--- src/rtl/core/stereo_biquad_highpass_macros.svh ---
// ----------------------------------------------------------------------------
// stereo_biquad_highpass_macros.svh
// Assertion macros shared by the stereo biquad high-pass RTL.
// ----------------------------------------------------------------------------
`ifndef STEREO_BIQUAD_HIGHPASS_MACROS_SVH
`define STEREO_BIQUAD_HIGHPASS_MACROS_SVH

// Check a consequent in the same cycle as its antecedent.
`define SBHP_ASSERT_SAME(lbl, clk, rst, ante, cons, msg) \
   lbl: assert property (@(posedge clk) disable iff (rst) (ante) |-> (cons)) \
      else $error(msg);

// Check a consequent in the cycle after its antecedent.
`define SBHP_ASSERT_NEXT(lbl, clk, rst, ante, cons, msg) \
   lbl: assert property (@(posedge clk) disable iff (rst) (ante) |=> (cons)) \
      else $error(msg);

`endif

--- src/rtl/core/sbhp_pkg.sv ---
// ----------------------------------------------------------------------------
// sbhp_pkg
// Types and fixed constants of the stereo biquad high-pass filter.
// ----------------------------------------------------------------------------
package sbhp_pkg;

   localparam int SAMPLE_W   = 24;
   localparam int COEF_W     = 32;
   localparam int CSR_IDX_W  = 3;
   localparam int CSR_DATA_W = 32;
   // Output queue depth; a power of two so the pointers wrap on their own
   localparam int OUT_DEPTH  = 4;

   typedef logic signed [SAMPLE_W-1:0] sample_type;
   typedef logic signed [COEF_W-1:0]   coef_type;

   localparam sample_type SAMPLE_MAX = {1'b0, {(SAMPLE_W-1){1'b1}}};
   localparam sample_type SAMPLE_MIN = {1'b1, {(SAMPLE_W-1){1'b0}}};

   // Configuration register indexes
   typedef enum logic [CSR_IDX_W-1:0] {
      CSR_BYPASS  = 3'd0,
      CSR_COEF_B0 = 3'd1,
      CSR_COEF_B1 = 3'd2,
      CSR_COEF_B2 = 3'd3,
      CSR_COEF_A1 = 3'd4,
      CSR_COEF_A2 = 3'd5
   } csr_index_type;

   typedef struct packed {
      sample_type left_in;
      sample_type right_in;
      logic       stereo;
   } req_payload_type;

   typedef struct packed {
      sample_type left_out;
      sample_type right_out;
   } rsp_payload_type;

   typedef struct packed {
      coef_type b0;
      coef_type b1;
      coef_type b2;
      coef_type a1;
      coef_type a2;
   } coef_set_type;

   // Per-lane control that travels with a transaction
   typedef struct packed {
      logic valid;
      logic filt_en;
   } lane_ctl_type;

   // Per-lane result handed to the merge stage
   typedef struct packed {
      logic       valid;
      sample_type sample;
   } lane_res_type;

endpackage

--- src/rtl/core/sbhp_merge.sv ---
// ----------------------------------------------------------------------------
// sbhp_merge
// Joins the two lane results into one response and queues it, with a credit
// count that keeps the queue from overflowing.
// ----------------------------------------------------------------------------
`include "stereo_biquad_highpass_macros.svh"

module sbhp_merge (
   input  logic                     clock,
   input  logic                     reset,
   input  logic                     req_accept,
   output logic                     req_ready,
   input  sbhp_pkg::lane_res_type    lane_l,
   input  sbhp_pkg::lane_res_type    lane_r,
   output logic                     rsp_valid,
   input  logic                     rsp_ready,
   output sbhp_pkg::rsp_payload_type rsp_data
);
   import sbhp_pkg::*;

   localparam int PTR_W = $clog2(OUT_DEPTH);
   localparam int CNT_W = $clog2(OUT_DEPTH + 1);

   rsp_payload_type  fifo_ff [OUT_DEPTH];
   logic [PTR_W-1:0] wr_ptr_ff, wr_ptr_in;
   logic [PTR_W-1:0] rd_ptr_ff, rd_ptr_in;
   logic [CNT_W-1:0] fill_ff, fill_in;
   logic [CNT_W-1:0] pend_ff, pend_in;
   logic             push, pop;

   assign push = lane_l.valid;
   assign pop  = rsp_valid && rsp_ready;

   // Take a transaction only if a queue slot is promised to it
   assign req_ready = pend_ff < CNT_W'(OUT_DEPTH);
   assign rsp_valid = fill_ff != '0;
   assign rsp_data  = fifo_ff[rd_ptr_ff];

   // Advance pointers and counts
   always_comb begin
      wr_ptr_in = push ? PTR_W'(wr_ptr_ff + 1'b1) : wr_ptr_ff;
      rd_ptr_in = pop  ? PTR_W'(rd_ptr_ff + 1'b1) : rd_ptr_ff;
      fill_in   = CNT_W'(fill_ff + CNT_W'(push) - CNT_W'(pop));
      pend_in   = CNT_W'(pend_ff + CNT_W'(req_accept) - CNT_W'(pop));
   end

   always_ff @(posedge clock) begin
      if (reset) begin
         wr_ptr_ff <= '0;
         rd_ptr_ff <= '0;
         fill_ff   <= '0;
         pend_ff   <= '0;
      end else begin
         wr_ptr_ff <= wr_ptr_in;
         rd_ptr_ff <= rd_ptr_in;
         fill_ff   <= fill_in;
         pend_ff   <= pend_in;
      end
   end

   // Write the merged lane results into the queue
   always_ff @(posedge clock) begin
      if (push) begin
         fifo_ff[wr_ptr_ff] <= '{left_out: lane_l.sample, right_out: lane_r.sample};
      end
   end

   `SBHP_ASSERT_SAME(a_lane_lockstep, clock, reset, 1'b1, lane_l.valid == lane_r.valid, "lanes out of step")
   `SBHP_ASSERT_SAME(a_fifo_room, clock, reset, push, fill_ff < CNT_W'(OUT_DEPTH), "result written into a full queue")
   `SBHP_ASSERT_SAME(a_fill_le_pend, clock, reset, 1'b1, fill_ff <= pend_ff, "queue holds more than the outstanding transactions")

endmodule
--- config.mk ---
export PLATFORM = sky130hd
export DESIGN_NAME = sbhp_merge
export DESIGN_NICKNAME = d
export VERILOG_FILES = /design/src/rtl/core/sbhp_pkg.sv /design/src/rtl/core/sbhp_merge.sv
export VERILOG_INCLUDE_DIRS = /design/src /design/src/rtl/core
export SDC_FILE = /design/constraint.sdc
export NUM_CORES = 1
export LEC_CHECK = 0
export BUFFER_PORTS_ARGS = -buffer_cell sky130_fd_sc_hd__buf_2
export CAP_MARGIN = 20
export CORE_MARGIN = 1
export CORE_UTILIZATION = 35
export DETAILED_ROUTE_END_ITERATION = 16
export SYNTH_ARGS = -nofsm -noshare
export SYNTH_HDL_FRONTEND = slang
export SYNTH_SLANG_ARGS = --single-unit
--- constraint.sdc ---
create_clock -name clock -period 4.1 [get_ports clock]
set_input_delay 1.025 -clock clock [delete_from_list [all_inputs] [get_ports clock]]
set_output_delay 1.025 -clock clock [all_outputs]
set_load 0.01 [all_outputs]
After elaboration in Yosys (flattened, before gate mapping)
Memories as Yosys holds them, arrays and structs flattened. A register that Yosys moved wholly into a read port is not among the register bits.
Index checks and enable logic that the tools add are counted.

word-level totals
  input port bits = 54
  RAM bits = 192
  memories kept = 1
  output and inout port bits = 50
  logic and storage cells = 18
  bits in registers = 10

memory list
  name     depth  width  read ports  clocked after memory_dff  wr ports  line              text
  fifo_ff  4      48     1           1                         1         sbhp_merge.sv:24  rsp_payload_type fifo_ff [OUT_DEPTH];

operators by class
  muxes and demuxes = 4
  reductions and logical operators = 2
  $add $sub $neg = 6
  $lt $le $gt $ge = 1

operators with widths
  cell                                                            number
  3-bit by 1-bit adder with 3-bit output                          2
  3-bit by 1-bit subtractor with 3-bit output                     2
  2-bit by 1-bit adder with 2-bit output (second input constant)  2
  2-bit two-way mux                                               2
  3-bit < comparator (second input constant)                      1
  3-bit nonzero test                                              1
  1-bit two-way mux                                               2
  1-bit logical AND                                               1

Longest topological paths before layout
  depth after elaboration = 4
  gate-level depth with buffers = 8
  gate-level depth less buffers = 8

Worst setup path after synthesis
OpenSTA, ideal clock, no wires.

  path kind = in2reg
  from = input lane_l[24] (netlist name)
  to = memory fifo_ff[0][0] (netlist name), enable pin
  library setup time = 410 ps
  buffers on the path = 0
  data required time = 3,690 ps
  stages on the path = 1
  arrival = 2,175 ps
  setup slack = 1,515 ps
  cell sequence = and2_1

between the ends
  word-level cells in the longest chain between the ends = 2

RTL lines
  what                                     line              text
  start, declared                          sbhp_merge.sv:13  input sbhp_pkg::lane_res_type lane_l,
  1-bit two-way mux                        sbhp_merge.sv:63  if (push) begin
  1-bit two-way mux (not written as such)  sbhp_merge.sv:64  fifo_ff[wr_ptr_ff] <= '{left_out: lane_l.sample, right_out: lane_r.sample};
  end, declared                            sbhp_merge.sv:24

Every way passes these cells.

==> impl_summary.txt <==
----------------------------------------------------
[Status]
  Run status ... completed

[Detailed routing]
  Initial detailed-routing violation count ... 271
  Number of vias after detailed routing ... 3443
  Antenna-violating nets left ... 0
  Number of iterations in the first detailed-routing pass ... 4
  Routed vias/inst ... 4.76
  Routed WL per cell ... 18.6 um
  Wire length reported by the detailed router ... 13500 um
  Number of remaining DRC errors ... 0

[Timing]
  Transition time of the tightest slew-check pin ... 712 ps
  F_max ... 309 MHz
  Worst slew margin relative to its limit ... 0.525
  Final Hold Vio Count ... 0
  Clock period minus worst slack ... 3230 ps
  Setup Total Neg Slack ... 0 ps
  Max-slew violation count ... 0
  RSZ-0062 raised after global routing ... no
  Clock skew ... 5.50 ps
  Period utilisation layout ... 0.788
  Final setup violating endpoints ... 0
  Worst setup slack after layout ... 869 ps

[Setup path]
  Kind of start point of the critical path ... flop
  Required @ worst endpoint ... 3070 ps
  Worst R2R End ... pend_ff[2]$_SDFF_PP0_
  Startpoint-to-endpoint class of the critical path ... reg -> out
  Critical path arrival ... 2210 ps
  Reg-to-reg critical path startpoint ... fill_ff[1]$_SDFF_PP0_
  Element type at the critical path end ... output port
  Critical Path Fanout Max ... 25
  Slack of the worst reg-to-reg path ... 1950 ps
  End point of the critical path ... rsp_data[12]
  Depth of the worst register-to-register path ... 7

[Die]
  Die boundary height ... 149 um
  Die area ... 22100 um2
  Effective utilization at floorplan ... 0.358
  Num rows ... 53
  Area of the core region ... 21100 um2
  I/O pin cnt ... 104
  Die width ... 149 um

[Layout]
  Relative area change from synthesis to final layout ... 21.0%
  Most frequent cells in the layout ... 192 x sky130_fd_sc_hd__edfxtp_1, 102 x sky130_fd_sc_hd__buf_2, 48 x sky130_fd_sc_hd__mux4_2, 23 x sky130_fd_sc_hd__clkbuf_16
  Most frequent standard cell in the layout excluding fill and tap cells ... sky130_fd_sc_hd__edfxtp_1
  Count of inserted antenna diode cells ... 0
  Final net count ... 498
  Fraction of layout instances using a drive strength above 1 ... 0.448
  Fill cell count ... 1829

[Power]
  Power per standard cell area ... 581 nW/um2
  Total design power ... 0.00530 W
  Lkg Pwr ... 3.11 nW
  Worst IR Drop VDD ... 0.391 mV

[Logic synthesis]
  Number of unique standard cell types used by synthesis ... 21
  Synth Area in Compound Gates ... 0.00232
  Largest family of logic cells by synthesized area ... multiplexers
  Syn avg cell area ... 24.4 um2
  Mux cell area share after synthesis ... 0.149
  Mapped Nets ... 373
  Flop and latch count out of synthesis ... 204
  Area of the mapped netlist ... 7540 um2
  Area fraction in and, or, nand and nor cells after synthesis ... 0.0118
  Synth Area in XOR/XNOR ... 0.00730
  Sequential cell area fraction in the yosys report ... 0.796
  Adder-cell share of the synthesized area ... 0.0186
  Synth Instances ... 309
  Total number of yosys warnings ... 0

[Global routing]
  Global route total overflow ... 0
  Global-route wire length before repair ... 21100 um
  Largest net degree at the start of global routing ... 28
  Initial antenna violation count ... 2
  Vias in the first global route ... 3753
  Overall fraction of global-route tracks in use ... 0.127

[Place]
  Placer's final routability congestion estimate ... 0.663
  Sum of net half-perimeters after detailed placement ... 8240 um
  Buffers added on ports ... 102
  Dpl ws ... 1290 ps

[CTS]
  Worst-skew pair later-pin latency ... 490 ps
  Number of resized instances in the post-cts repair step ... 0
  Clock tree buffer depth ... 3
  Clk sink count ... 204
  H-tree depth reported by CTS ... 1
  CTS tree ... built
  Post-CTS setup-driven buffer insertion count ... 0
  Clock buffers created by TritonCTS ... 22
  Clock-pin slew reported for the worst setup and hold paths after clock tree synthesis ... 60 ps
  Clk root buf ... sky130_fd_sc_hd__clkbuf_16
  Post-CTS Hold Buffers ... 0

[Job]
  Max Cap Viol ... 0

[Worst hold path]
  Hold/Removal Path Class ... reg -> reg

----------------------------------------------------
## per-stage QoR
step | cell area (um2) | std cells | utilization | hold WS [ps]
3_5_place_dp | 8430 | 685 | 0.400 | 559
6_report | 9130 | 724 | 0.433 | 561
3_3_place_gp | 8430 | 685 | 0.400 | 526
5_1_grt | 9130 | 724 | 0.433 | 600
2_1_floorplan | 7540 | 309 | - | 514
4_1_cts | 9130 | 724 | 0.433 | 569
## area by class of cell
class                           instances  area, um2  area share
Timing Repair Buffer                  112        611      0.0669
Tap cell                              275        344      0.0377
Inverter                               10       37.5     0.00411
Clock inverter                          8       68.8     0.00754
Sequential cell                       204       6010       0.658
Clock buffer                           31        626      0.0685
Multi-Input combinational cell         84       1430       0.157
## power by group
part	internal, W	switching (W)
logic	0.000498	0.000413
registers	0.00241	0.000107
clock network	0.00112	0.000746
## cells by family (layout without fill, tap and decap cells)
kind of cell / count (synthesis) / count (layout)
compound gates: 2 / 2
xor+xnor: 3 / 3
fa+ha+maj: 10 / 10
buf+inv: 21 / 161
flops: 204 / 204
mux: 52 / 52
simple gates: 17 / 17
## how the worst min path moves through the flow
stage	start	end	slack (ps)	depth (start not counted)
detailed placement	rd_ptr_ff[1]$_SDFFE_PP0P_	flop	560	2
floorplan	wr_ptr_ff[1]$_SDFFE_PP0P_	wr_ptr_ff[1]$_SDFFE_PP0P_	510	2
finish	wr_ptr_ff[1]$_SDFFE_PP0P_	wr_ptr_ff[1]$_SDFFE_PP0P_	560	2
global placement	wr_ptr_ff[1]$_SDFFE_PP0P_	wr_ptr_ff[1]$_SDFFE_PP0P_	530	2
global route	rd_ptr_ff[1]$_SDFFE_PP0P_	flop	600	2
CTS	wr_ptr_ff[1]$_SDFFE_PP0P_	wr_ptr_ff[1]$_SDFFE_PP0P_	570	2
## synthesized netlist by cell type
cell type                  count  share of area
sky130_fd_sc_hd__and2_1        4         0.0033
sky130_fd_sc_hd__buf_2         3         0.0020
sky130_fd_sc_hd__buf_4         2         0.0020
sky130_fd_sc_hd__buf_6         3         0.0045
sky130_fd_sc_hd__clkbuf_1      3         0.0015
sky130_fd_sc_hd__dfxtp_1      12          0.032
sky130_fd_sc_hd__edfxtp_1    192           0.76
sky130_fd_sc_hd__fa_1          2         0.0053
sky130_fd_sc_hd__ha_1          8          0.013
sky130_fd_sc_hd__inv_1        10         0.0050
sky130_fd_sc_hd__mux2_2        3         0.0045
sky130_fd_sc_hd__mux2i_1       1         0.0013
sky130_fd_sc_hd__mux4_2       48           0.14
sky130_fd_sc_hd__nor2_1        7         0.0035
sky130_fd_sc_hd__nor2b_1       5         0.0041
sky130_fd_sc_hd__o311ai_0      1         0.0012
sky130_fd_sc_hd__o31a_1        1         0.0012
sky130_fd_sc_hd__or3_1         1        0.00083
sky130_fd_sc_hd__xnor2_1       1         0.0012
sky130_fd_sc_hd__xnor3_1       1         0.0030
sky130_fd_sc_hd__xor3_1        1         0.0032
## per-layer routing
metal  up-vias  wire length (um)  GRT usage
li1       1531                 -          -
met4         4               245     0.0367
met2        90              6460      0.202
met5         -                27          0
met1      1792              5760      0.165
met3        26              1000     0.0425
## critical path: stages, from the launching register on
cell,delay (ps)
sky130_fd_sc_hd__dfxtp_4,670
sky130_fd_sc_hd__buf_12,300
sky130_fd_sc_hd__mux4_2,530
sky130_fd_sc_hd__buf_2,180
## flip-flops by register name (all words and copies together), names as in the netlist, named ones only
name and cells:
pend_ff 3, wr_ptr_ff 2, fifo_ff 192, fill_ff 3, rd_ptr_ff 2
(Power assumes the default switching activity.)
